File: config.mk
export PLATFORM = sky130hd
export DESIGN_NAME = utf8_to_utf32_padded_rows
export DESIGN_NICKNAME = d
export VERILOG_FILES = /design/src/sv/u8u32_pkg.sv /design/src/sv/u8u32_ctrl.sv /design/src/sv/u8u32_datapath.sv /design/src/sv/utf8_to_utf32_padded_rows.sv
export SDC_FILE = /design/constraint.sdc
export NUM_CORES = 1
export LEC_CHECK = 0
export BUFFER_PORTS_ARGS = -buffer_cell sky130_fd_sc_hd__buf_2
export CAP_MARGIN = 20
export CORE_UTILIZATION = 28
export CTS_BUF_LIST = sky130_fd_sc_hd__clkbuf_4 sky130_fd_sc_hd__clkbuf_8
export CTS_CLUSTER_SIZE = 8
export DETAILED_ROUTE_END_ITERATION = 16
export GPL_TIMING_DRIVEN = 0
export HOLD_SLACK_MARGIN = 0.15
export SETUP_SLACK_MARGIN = 0.5
export SLEW_MARGIN = 20
export SYNTH_ARGS = -nofsm -noshare
export SYNTH_HDL_FRONTEND = slang
export SYNTH_SLANG_ARGS = --single-unit
export TNS_END_PERCENT = 30
File: constraint.sdc
create_clock -name clk_i -period 3.5 [get_ports clk_i]
set_clock_uncertainty 0.15 [all_clocks]
set_input_delay 0.875 -clock clk_i [delete_from_list [all_inputs] [get_ports clk_i]]
set_output_delay 0.875 -clock clk_i [all_outputs]
set_load 0.005 [all_outputs]
File: src/sv/u8u32_pkg.sv
// ----------------------------------------------------------------------------
// u8u32_pkg: shared types for the UTF-8 to UTF-32 padded row decoder
// Result kinds, error codes, controller states and the control/status
// structs that join the controller and the datapath.
// ----------------------------------------------------------------------------
package u8u32_pkg;

  localparam int unsigned CountW       = 6;   // code points per string
  localparam int unsigned PointW       = 21;  // UTF-32 code point width
  localparam int unsigned ByteW        = 8;
  localparam int unsigned RowWidthMax  = 63;  // default row width bound
  localparam logic [CountW-1:0] RowWidthReset = 6'd63;

  typedef enum logic [1:0] {
    KIND_POINT = 2'd0,
    KIND_PAD   = 2'd1,
    KIND_EOR   = 2'd2,
    KIND_ERROR = 2'd3
  } kind_e;

  typedef enum logic [1:0] {
    ERR_NONE      = 2'd0,
    ERR_TRUNCATED = 2'd1,
    ERR_TOO_MANY  = 2'd2,
    ERR_INVALID   = 2'd3
  } err_e;

  typedef enum logic [1:0] {
    ST_RUN  = 2'd0,
    ST_PAD  = 2'd1,
    ST_FAIL = 2'd2
  } state_e;

  typedef enum logic {
    OP_DATA = 1'b0,
    OP_END  = 1'b1
  } op_e;

  // controller -> datapath
  typedef struct packed {
    logic take;      // decode the accepted input item
    logic pad_step;  // emit the next padding zero or end-of-row marker
  } cmd_t;

  // datapath -> controller
  typedef struct packed {
    logic slot_free;   // output register empty or being drained
    logic starts_pad;  // current input is an end marker that needs padding
    logic makes_error; // current input raises an error
    logic pad_more;    // row not yet filled
  } status_t;

endpackage

File: src/sv/u8u32_ctrl.sv
// ----------------------------------------------------------------------------
// u8u32_ctrl: controller
// Sequences normal decoding, padding bursts and the sticky error state.
// ----------------------------------------------------------------------------
module u8u32_ctrl import u8u32_pkg::*; (
  input  logic    clk_i,
  input  logic    rst_ni,
  input  logic    in_valid_i,
  output logic    in_ready_o,
  input  status_t status_i,
  output cmd_t    cmd_o
);

  state_e state_q, state_d;

  always_ff @(posedge clk_i or negedge rst_ni) begin
    if (!rst_ni) begin
      state_q <= ST_RUN;
    end else begin
      state_q <= state_d;
    end
  end

  always_comb begin
    state_d        = state_q;
    in_ready_o     = 1'b0;
    cmd_o.take     = 1'b0;
    cmd_o.pad_step = 1'b0;
    unique case (state_q)
      ST_RUN: begin
        in_ready_o = status_i.slot_free;
        if (in_valid_i && status_i.slot_free) begin
          cmd_o.take = 1'b1;
          if (status_i.makes_error) begin
            state_d = ST_FAIL;
          end else if (status_i.starts_pad) begin
            state_d = ST_PAD;
          end
        end
      end
      ST_PAD: begin
        cmd_o.pad_step = status_i.slot_free;
        if (status_i.slot_free && !status_i.pad_more) begin
          state_d = ST_RUN;
        end
      end
      ST_FAIL: begin
        // stuck: swallow every transfer until reset
        in_ready_o = 1'b1;
      end
      default: begin
        state_d = ST_FAIL;
      end
    endcase
  end

endmodule

File: src/sv/u8u32_datapath.sv
// ----------------------------------------------------------------------------
// u8u32_datapath: decode state, row width register and output register
// Assembles code points from UTF-8 bytes and forms at most one result per command.
// ----------------------------------------------------------------------------
module u8u32_datapath import u8u32_pkg::*; #(
  parameter int unsigned ROW_WIDTH_BOUND = RowWidthMax
) (
  input  logic               clk_i,
  input  logic               rst_ni,
  input  logic               cfg_we_i,
  input  logic [CountW-1:0]  cfg_wdata_i,
  input  logic               op_i,
  input  logic [ByteW-1:0]   code_unit_i,
  input  logic               out_ready_i,
  input  cmd_t               cmd_i,
  output status_t            status_o,
  output logic               out_valid_o,
  output logic [1:0]         kind_o,
  output logic [PointW-1:0]  code_point_o,
  output logic [1:0]         error_code_o,
  output logic [ByteW-1:0]   error_detail_o,
  output logic               last_o
);

  localparam logic [CountW-1:0] Bound = CountW'(ROW_WIDTH_BOUND);

  logic [CountW-1:0] row_width_q;
  logic [CountW-1:0] points_q, points_d;
  logic [1:0]        owed_q, owed_d;
  logic [PointW-1:0] partial_q, partial_d;
  logic [ByteW-1:0]  lead_q, lead_d;

  logic              out_valid_q;
  kind_e             kind_q, kind_d;
  logic [PointW-1:0] cp_q, cp_d;
  err_e              ec_q, ec_d;
  logic [ByteW-1:0]  det_q, det_d;
  logic              last_q, last_d;
  logic              load;

  logic [CountW-1:0] width;
  logic              row_full;
  logic [PointW-1:0] shifted;
  logic [1:0]        owed_dec;
  logic              err_now;

  assign width    = (row_width_q > Bound) ? Bound : row_width_q;
  assign row_full = (points_q >= width);
  assign shifted  = {partial_q[PointW-7:0], code_unit_i[5:0]};
  assign owed_dec = owed_q - 2'd1;

  always_comb begin
    points_d  = points_q;
    owed_d    = owed_q;
    partial_d = partial_q;
    lead_d    = lead_q;
    load      = 1'b0;
    err_now   = 1'b0;
    kind_d    = KIND_POINT;
    cp_d      = '0;
    ec_d      = ERR_NONE;
    det_d     = '0;
    last_d    = 1'b1;

    if (cmd_i.pad_step) begin
      load = 1'b1;
      if (!row_full) begin
        kind_d   = KIND_PAD;
        last_d   = 1'b0;
        points_d = points_q + CountW'(1);
      end else begin
        kind_d    = KIND_EOR;
        points_d  = '0;
        partial_d = '0;
      end
    end else if (op_i == OP_END) begin
      load = 1'b1;
      if (owed_q != 2'd0) begin
        err_now = 1'b1;
        ec_d    = ERR_TRUNCATED;
        det_d   = lead_q;
      end else if (!row_full) begin
        kind_d   = KIND_PAD;
        last_d   = 1'b0;
        points_d = points_q + CountW'(1);
      end else begin
        kind_d    = KIND_EOR;
        points_d  = '0;
        partial_d = '0;
      end
    end else if (owed_q != 2'd0) begin
      partial_d = shifted;
      owed_d    = owed_dec;
      if (owed_dec == 2'd0) begin
        load = 1'b1;
        if (row_full) begin
          err_now = 1'b1;
          ec_d    = ERR_TOO_MANY;
          det_d   = ByteW'(points_q);
        end else begin
          cp_d      = shifted;
          points_d  = points_q + CountW'(1);
          partial_d = '0;
        end
      end
    end else begin
      lead_d = code_unit_i;
      priority casez (code_unit_i)
        8'b0???????: begin
          load = 1'b1;
          partial_d = PointW'(code_unit_i);
          if (row_full) begin
            err_now = 1'b1;
            ec_d    = ERR_TOO_MANY;
            det_d   = ByteW'(points_q);
          end else begin
            cp_d      = PointW'(code_unit_i);
            points_d  = points_q + CountW'(1);
            partial_d = '0;
          end
        end
        8'b110?????: begin
          partial_d = PointW'(code_unit_i[4:0]);
          owed_d    = 2'd1;
        end
        8'b1110????: begin
          partial_d = PointW'(code_unit_i[3:0]);
          owed_d    = 2'd2;
        end
        8'b11110???: begin
          partial_d = PointW'(code_unit_i[2:0]);
          owed_d    = 2'd3;
        end
        default: begin
          load    = 1'b1;
          err_now = 1'b1;
          if (row_full) begin
            ec_d  = ERR_TOO_MANY;
            det_d = ByteW'(points_q);
          end else begin
            ec_d  = ERR_INVALID;
            det_d = code_unit_i;
          end
        end
      endcase
    end

    if (err_now) begin
      kind_d = KIND_ERROR;
      cp_d   = '0;
      last_d = 1'b1;
    end
  end

  assign status_o.slot_free   = !out_valid_q || out_ready_i;
  assign status_o.makes_error = err_now;
  assign status_o.starts_pad  = (op_i == OP_END) && (owed_q == 2'd0) && !row_full;
  assign status_o.pad_more    = !row_full;

  always_ff @(posedge clk_i or negedge rst_ni) begin
    if (!rst_ni) begin
      row_width_q <= RowWidthReset;
    end else if (cfg_we_i) begin
      row_width_q <= cfg_wdata_i;
    end
  end

  always_ff @(posedge clk_i or negedge rst_ni) begin
    if (!rst_ni) begin
      points_q  <= '0;
      owed_q    <= '0;
      partial_q <= '0;
      lead_q    <= '0;
    end else if (cmd_i.take || cmd_i.pad_step) begin
      points_q  <= points_d;
      owed_q    <= owed_d;
      partial_q <= partial_d;
      lead_q    <= lead_d;
    end
  end

  always_ff @(posedge clk_i or negedge rst_ni) begin
    if (!rst_ni) begin
      out_valid_q <= 1'b0;
    end else if ((cmd_i.take || cmd_i.pad_step) && load) begin
      out_valid_q <= 1'b1;
    end else if (out_ready_i) begin
      out_valid_q <= 1'b0;
    end
  end

  always_ff @(posedge clk_i) begin
    if ((cmd_i.take || cmd_i.pad_step) && load) begin
      kind_q <= kind_d;
      cp_q   <= cp_d;
      ec_q   <= ec_d;
      det_q  <= det_d;
      last_q <= last_d;
    end
  end

  assign out_valid_o    = out_valid_q;
  assign kind_o         = kind_q;
  assign code_point_o   = cp_q;
  assign error_code_o   = ec_q;
  assign error_detail_o = det_q;
  assign last_o         = last_q;

endmodule

File: src/sv/utf8_to_utf32_padded_rows.sv
// ----------------------------------------------------------------------------
// utf8_to_utf32_padded_rows: UTF-8 to UTF-32 decoder with padded rows
// Top level: controller plus datapath.
// ----------------------------------------------------------------------------
// Takes one UTF-8 byte or end-of-string marker per transfer and emits
// UTF-32 code points, each string padded with zeros up to row_width
// (capped at ROW_WIDTH_BOUND) and closed by an end-of-row marker. Data
// bytes go in at one per cycle: a byte is decoded in the cycle it arrives
// and its result lands in a single output register, so input keeps flowing
// while a result waits as long as the sink drains it in the same cycle.
// An end marker gives (row width - code points so far) padding zeros and an
// end-of-row marker, one padding zero per cycle while the output register is
// free; the controller holds off input until the end-of-row marker has been
// loaded. The first error (truncated sequence, too many code points, invalid
// lead byte) is reported once; after it every input transfer is accepted and
// dropped until reset. Continuation bytes and overlong forms are not checked.
// row_width is written via cfg_we_i/cfg_wdata_i and must only change while
// the block is idle.
// ----------------------------------------------------------------------------
module utf8_to_utf32_padded_rows import u8u32_pkg::*; #(
  parameter int unsigned ROW_WIDTH_BOUND = RowWidthMax
) (
  input  logic               clk_i,
  input  logic               rst_ni,
  // configuration
  input  logic               cfg_we_i,
  input  logic [CountW-1:0]  cfg_wdata_i,
  // input channel
  input  logic               in_valid_i,
  output logic               in_ready_o,
  input  logic               op_i,
  input  logic [ByteW-1:0]   code_unit_i,
  // output channel
  output logic               out_valid_o,
  input  logic               out_ready_i,
  output logic [1:0]         kind_o,
  output logic [PointW-1:0]  code_point_o,
  output logic [1:0]         error_code_o,
  output logic [ByteW-1:0]   error_detail_o,
  output logic               last_o
);

  cmd_t    cmd;
  status_t status;

  // state machine: run / padding burst / sticky failure
  u8u32_ctrl u_ctrl (
    .clk_i      (clk_i),
    .rst_ni     (rst_ni),
    .in_valid_i (in_valid_i),
    .in_ready_o (in_ready_o),
    .status_i   (status),
    .cmd_o      (cmd)
  );

  // decode state, row width, output register
  u8u32_datapath #(
    .ROW_WIDTH_BOUND (ROW_WIDTH_BOUND)
  ) u_datapath (
    .clk_i          (clk_i),
    .rst_ni         (rst_ni),
    .cfg_we_i       (cfg_we_i),
    .cfg_wdata_i    (cfg_wdata_i),
    .op_i           (op_i),
    .code_unit_i    (code_unit_i),
    .out_ready_i    (out_ready_i),
    .cmd_i          (cmd),
    .status_o       (status),
    .out_valid_o    (out_valid_o),
    .kind_o         (kind_o),
    .code_point_o   (code_point_o),
    .error_code_o   (error_code_o),
    .error_detail_o (error_detail_o),
    .last_o         (last_o)
  );

endmodule

Word-level counts from Yosys, hierarchy flattened
Index checks and enable logic that the tools add are counted.

word-level totals
  input bits = 20
  word-level logic and storage cells = 128
  output and inout port bits = 36
  register bits = 80

cells by class
  eq/ne operators = 11
  bitwise logic cells = 5
  $add $sub $neg = 2
  reduce and logical (&&, ||, !) cells = 23
  magnitude comparators = 2
  multiplexer cells = 73

operators by type and width
  operator                                        number
  two-way mux 21 bit                              12
  case mux 21 bit (4 select lines)                1
  two-way mux 6 bit                               10
  two-way mux 8 bit                               6
  two-way mux 2 bit                               14
  two-way mux 1 bit                               22
  case mux 8 bit (2 select lines)                 1
  AND reduction 4 bit                             4
  two-way mux 7 bit                               2
  case mux 2 bit (3 select lines)                 2
  != test 3 x 2 -> 1 bit (second input constant)  3
  nonzero test 7 bit                              1
  adder 6 x 1 -> 6 bit (second input constant)    1
  >= comparator 6 bit                             1
  > comparator 6 bit (second input constant)      1
  logical NOT 2 bit                               3
  OR reduction 3 bit                              2
  equality test 5 bit (second input constant)     1
  logical AND 1 bit                               5
  NOT 1 bit                                       5
  equality test 4 bit (second input constant)     1
  != test 2 x 1 -> 1 bit (second input constant)  2
  != test 4 x 2 -> 1 bit (second input constant)  1
  case mux 1 bit (2 select lines)                 2
  10 further kinds                                13

Depth between registers and ports, before layout
  depth in word-level cells = 12
  gate-level depth with buffers = 10
  gate-level depth less buffers = 7

Cells and area by module
From an unflattened synthesis, not the netlist that was laid out.

second synthesis, totals
  cell total of the unflattened synthesis = 306
  area, all modules = 3523.4 µm²

by module, submodules not included
  module          area each (µm²)  times used  seq. area each (µm²)  cells each
  u8u32_datapath  3402.0           1           1979.4                294
  u8u32_ctrl      121.4            1           50.0                  12

Worst setup path before layout
No wires, ideal clock.

  kind = input to register
  start point = input port code_unit_i[5]
  end point = register u_datapath.cp_q[0] (netlist: u_datapath.code_point_o[0]) (enable)
  buffers on the path = 1
  stages on the path = 6
  library setup time = 0.392 ns
  arrival time = 2.427 ns
  data required time = 2.958 ns
  path slack = 0.532 ns
  path through = buf_2 nand3_1 nor3b_1 nor2_1 o21ai_0 nand2_1

between the ends
  word-level cells in the longest chain between the ends = 7
  elaborated cells on any way between the ends = 9
  classes of those cells = eq/ne: 3; mux: 4; reduce/logical: 2

RTL lines
  element                                      RTL line                         RTL
  start, declared                              utf8_to_utf32_padded_rows.sv:32  input logic [ByteW-1:0] code_unit_i,
  equality test 5 bit (tied with other cells)  u8u32_datapath.sv:108            priority casez (code_unit_i)
  OR reduction 3 bit (no line) (*)             -
  two-way mux 1 bit (*)                        u8u32_datapath.sv:108
  two-way mux 1 bit (*)                        u8u32_datapath.sv:91             end else if (owed_q != 2'd0) begin
  two-way mux 1 bit (*)                        u8u32_datapath.sv:76             end else if (op_i == OP_END) begin
  two-way mux 1 bit (*)                        u8u32_datapath.sv:65             if (cmd_i.pad_step) begin
  logical AND 1 bit (*)                        u8u32_datapath.sv:193            if ((cmd_i.take || cmd_i.pad_step) && load) begin
  end signal, assigned                         u8u32_datapath.sv:195            cp_q <= cp_d;
  end, declared                                u8u32_datapath.sv:35             logic [PointW-1:0] cp_q, cp_d;

Every way passes the cells marked *; elsewhere a longest branch is shown, timed or not.
A chain may end at the register's enable or synchronous reset.

Worst setup path in the final report
  start point = input port code_unit_i[6]
  end point = register u_datapath.cp_q[2] (netlist: u_datapath.code_point_o[2]) (enable)

Same word-level chain as after synthesis.

==> run metrics <==
status finished clean; CTS clk-pin slew, worst paths 70 ps; post-synthesis mux area share 0.0392; CTS Buf Count 9; DRC 0; Syn-to-layout area delta 17.9%; number of global-route vias before repair 2705; worst hold stages 1; RSZ-0062 raised after global routing false; CTS tree done; Synth Area in Compound Gates 0.191; critical path peak fanout 34; Switch Pwr 0.00145 W; Hold Vio Cnt, Final 0; pwr dens 851 nW/µm²; CP Data Required Time 3340 ps; crit path cell chain clkbuf_2, nand2_1, nor3b_1, nor2_1, o21ai_0, nand2_4; Slew Limit Fails 0; fin crit share 0.775; Post-Syn Instances 322; post-synth cell types 70; GRT Residual Overflow 0; height of the chip 119 µm; worst rel slew slack 0.390; wire length per cell 15.3 µm; CTS Buffer Depth 2; Initial Util 0.287; Antenna diodes 0; Slew @ Worst Pin 916 ps; flop2flop setup slack 940 ps; CP Class in2reg; Port Buffers 51; post-synthesis xor/xnor area fraction 0; worst hold endpoint u_datapath.partial_q[11]; Post-synth EDFFs 34; largest family of logic cells by synthesized area compound AO/OA/AOI/OAI gates; Post-synth ARST share 0.541; final antenna-violating net count 0; Mapped Avg Cell Area 11.8 µm²; post-layout minimum cycle time 2710 ps; YS warnings 0; f_max 369 MHz; core area 13200 µm²; worst min path class reg2reg; Crit Reg-Reg Startpoint u_datapath.row_width_q[4]; layout net count 411; Combinational Power Share 0.439; WL final 8.62 mm; IO Pins 56; CTS root buf clkbuf_8; Adder-Cell Fraction of Synth Area 0.0230; Syn Nets 349; first-pass GRT wire length 14.0 mm; critical path arrival 2550 ps; largest net degree at the start of global routing 41; Worst-Skew Late Latency 340 ps; Net Sw Frac 0.381; die area 14000 µm²; #FFs+latches synth 74; Worst R2R End u_datapath.kind_o[1]; DRT iter0 DRCs 135; leak pwr 1.80 nW; Total Power Consumption 0.00381 W; endpoints failing setup 0; hold_sp u_datapath.partial_q[11]; CTS sink cnt 74; DR vias 2773; total track usage 0.129; CP max stage delay 460 ps; die span in x 119 µm; Slowest cell on crit path o21ai_0; Area after DPL 4280 µm²; Design Area, Final 4480 µm²; critical path launch point type primary input; max-capacitance violation count 0; post-DR vias/cell 4.91; H-Tree Depth 3; share of layout cells above drive strength 1 0.324; post-DP HPWL 6.30 mm; P_int 0.00236 W; FP Rows 42; TritonRoute pass-1 iters 4; ys flop type edfxtp_1; cells on worst reg2reg path 7; simple-gate share of the synthesized area 0.167; Peak VDD IR 280 µV; initial antenna violation count 0; mapped cell area 3800 µm²; clock network power share 0.174; critical path endpoint category flop; Placer Congestion 0.910; sequential fraction of design power 0.387; register area share after synthesis 0.534
layout by cell type (no fill, tap or decap), types with 2 or more instances in the layout:
master and n:
o21ai_1 4, buf_4 3, and3_1 2, a221o_1 2, o2bb2ai_1 2, dfrtp_1 34, a2bb2oi_1 2, nor2b_1 2
inv_1 14, o22a_1 2, mux2_2 10, o21ai_0 13, clkinvlp_4 2, clkbuf_8 10, a32o_1 6, buf_6 4
edfxtp_1 34, nand3_1 10, o221a_1 2, nor2_1 14, a21oi_1 22, a211oi_2 2, o211ai_1 4, nand2b_1 3
dfstp_2 6, nor4_4 2, ha_1 7, a21oi_4 3, buf_2 57, nor3_1 3, and2_1 21, nand2_1 29
o2111a_1 3, a22o_1 10, nor3b_1 2, a31oi_1 2
sequential cells by signal, summed over array words and instances (netlist names):
register	cells
u_datapath.code_point_o	21
u_datapath.partial_q	15
u_datapath.error_detail_o	8
u_datapath.lead_q	8
u_datapath.points_q	6
u_datapath.row_width_q	6
u_ctrl.state_q	2
u_datapath.error_code_o	2
u_datapath.kind_o	2
u_datapath.owed_q	2
u_datapath.last_o	1
u_datapath.out_valid_o	1
worst max path at each step:
stage	slack, ps	to	depth (start not counted)	startpoint
2_1_floorplan	530	u_datapath.code_point_o[0]	6	code_unit_i[5]
3_3_place_gp	-120	u_datapath.error_detail_o[3]	6	code_unit_i[3]
3_5_place_dp	250	u_datapath.error_detail_o[3]	6	code_unit_i[4]
4_1_cts	610	u_datapath.code_point_o[2]	6	code_unit_i[4]
5_1_grt	680	u_datapath.code_point_o[2]	6	code_unit_i[4]
6_report	790	u_datapath.code_point_o[2]	6	code_unit_i[6]
metrics by stage:
step                setup WS [ps]  hold slack [ps]  instances  TNS (ps)  utilization
floorplan                     532              314        322         0            -
global placement             -120              331        549     -3940        0.323
detailed placement            250              336        549         0        0.323
finish                        787              348        565         0        0.339
CTS                           612              352        565         0        0.338
global route                  680              369        565         0        0.339
per-layer routing:
layer	vias up	GRT usage	routed length, µm
met4	0	0.0475	139
met1	1353	0.159	3790
met3	10	0.0367	510
met2	100	0.213	4180
li1	1310	-	-
met5	-	0	0
power by group through the flow:
stage	Clock (W)	Sequential, W	Combinational [W]
after floorplan	0	0.00148	0.00118
after global placement	0	0.00149	0.00163
after detailed placement	0	0.00150	0.00168
after CTS	0.000686	0.00148	0.00168
after global routing	0.000717	0.00152	0.00184
final	0.000663	0.00147	0.00168
area by class of cell:
cell class / instances / area [µm²]
timing repair buffer: 51 / 255
clock inverter: 5 / 53.8
inverter: 14 / 52.6
sequential: 74 / 2030
clock buffer: 11 / 145
tap: 176 / 220
multi-input combinational: 218 / 1610
buffer: 16 / 121
fill: 1345 / 8760
cell families after synthesis:
kind of cell / after synthesis
and+or+nand+nor: 106
buffers and inverters: 30
muxes: 13
adders and majority gates: 7
AOI/OAI and AO/OA: 92
DFF: 74
synthesized netlist by cell type (2+ instances only):
master,count,area [µm²]
o22a_1,2,17.5
nor4_4,2,42.5
buf_4,3,22.5
dfstp_2,6,158
o221a_1,2,22.5
nor2_1,14,52.6
a32o_1,6,60.1
nand2_1,30,113
a31oi_1,2,12.5
o21ai_0,13,65.1
and3_1,2,12.5
o2bb2ai_1,2,17.5
dfrtp_1,34,851
edfxtp_1,34,1020
buf_2,6,30.0
a21oi_4,3,48.8
a221o_1,2,20.0
o211ai_1,4,30.0
mux2_2,10,113
inv_1,14,52.6
nand3_1,10,50.1
nor3b_1,2,15.0
nor2b_1,2,12.5
ha_1,7,87.6
a211oi_2,2,25.0
o2111a_1,3,33.8
a21oi_1,22,110
and2_1,21,131
buf_6,4,45.0
o21ai_1,4,20.0
nand2b_1,3,18.8
a2bb2oi_1,2,17.5
a22o_1,10,87.6
nor3_1,3,15.0
critical path: cells and delay by family:
kind            cells  cell delay (ps)
simple gates        4              970
buf+inv             1              220
compound gates      1              460
timing repair:
item,in CTS,in global routing
hold buffers,0,0
gates resized for setup,0,1
buffers inserted,0,0
endpoints found under the setup margin,0,34
Power figures use the tool's default switching activity.
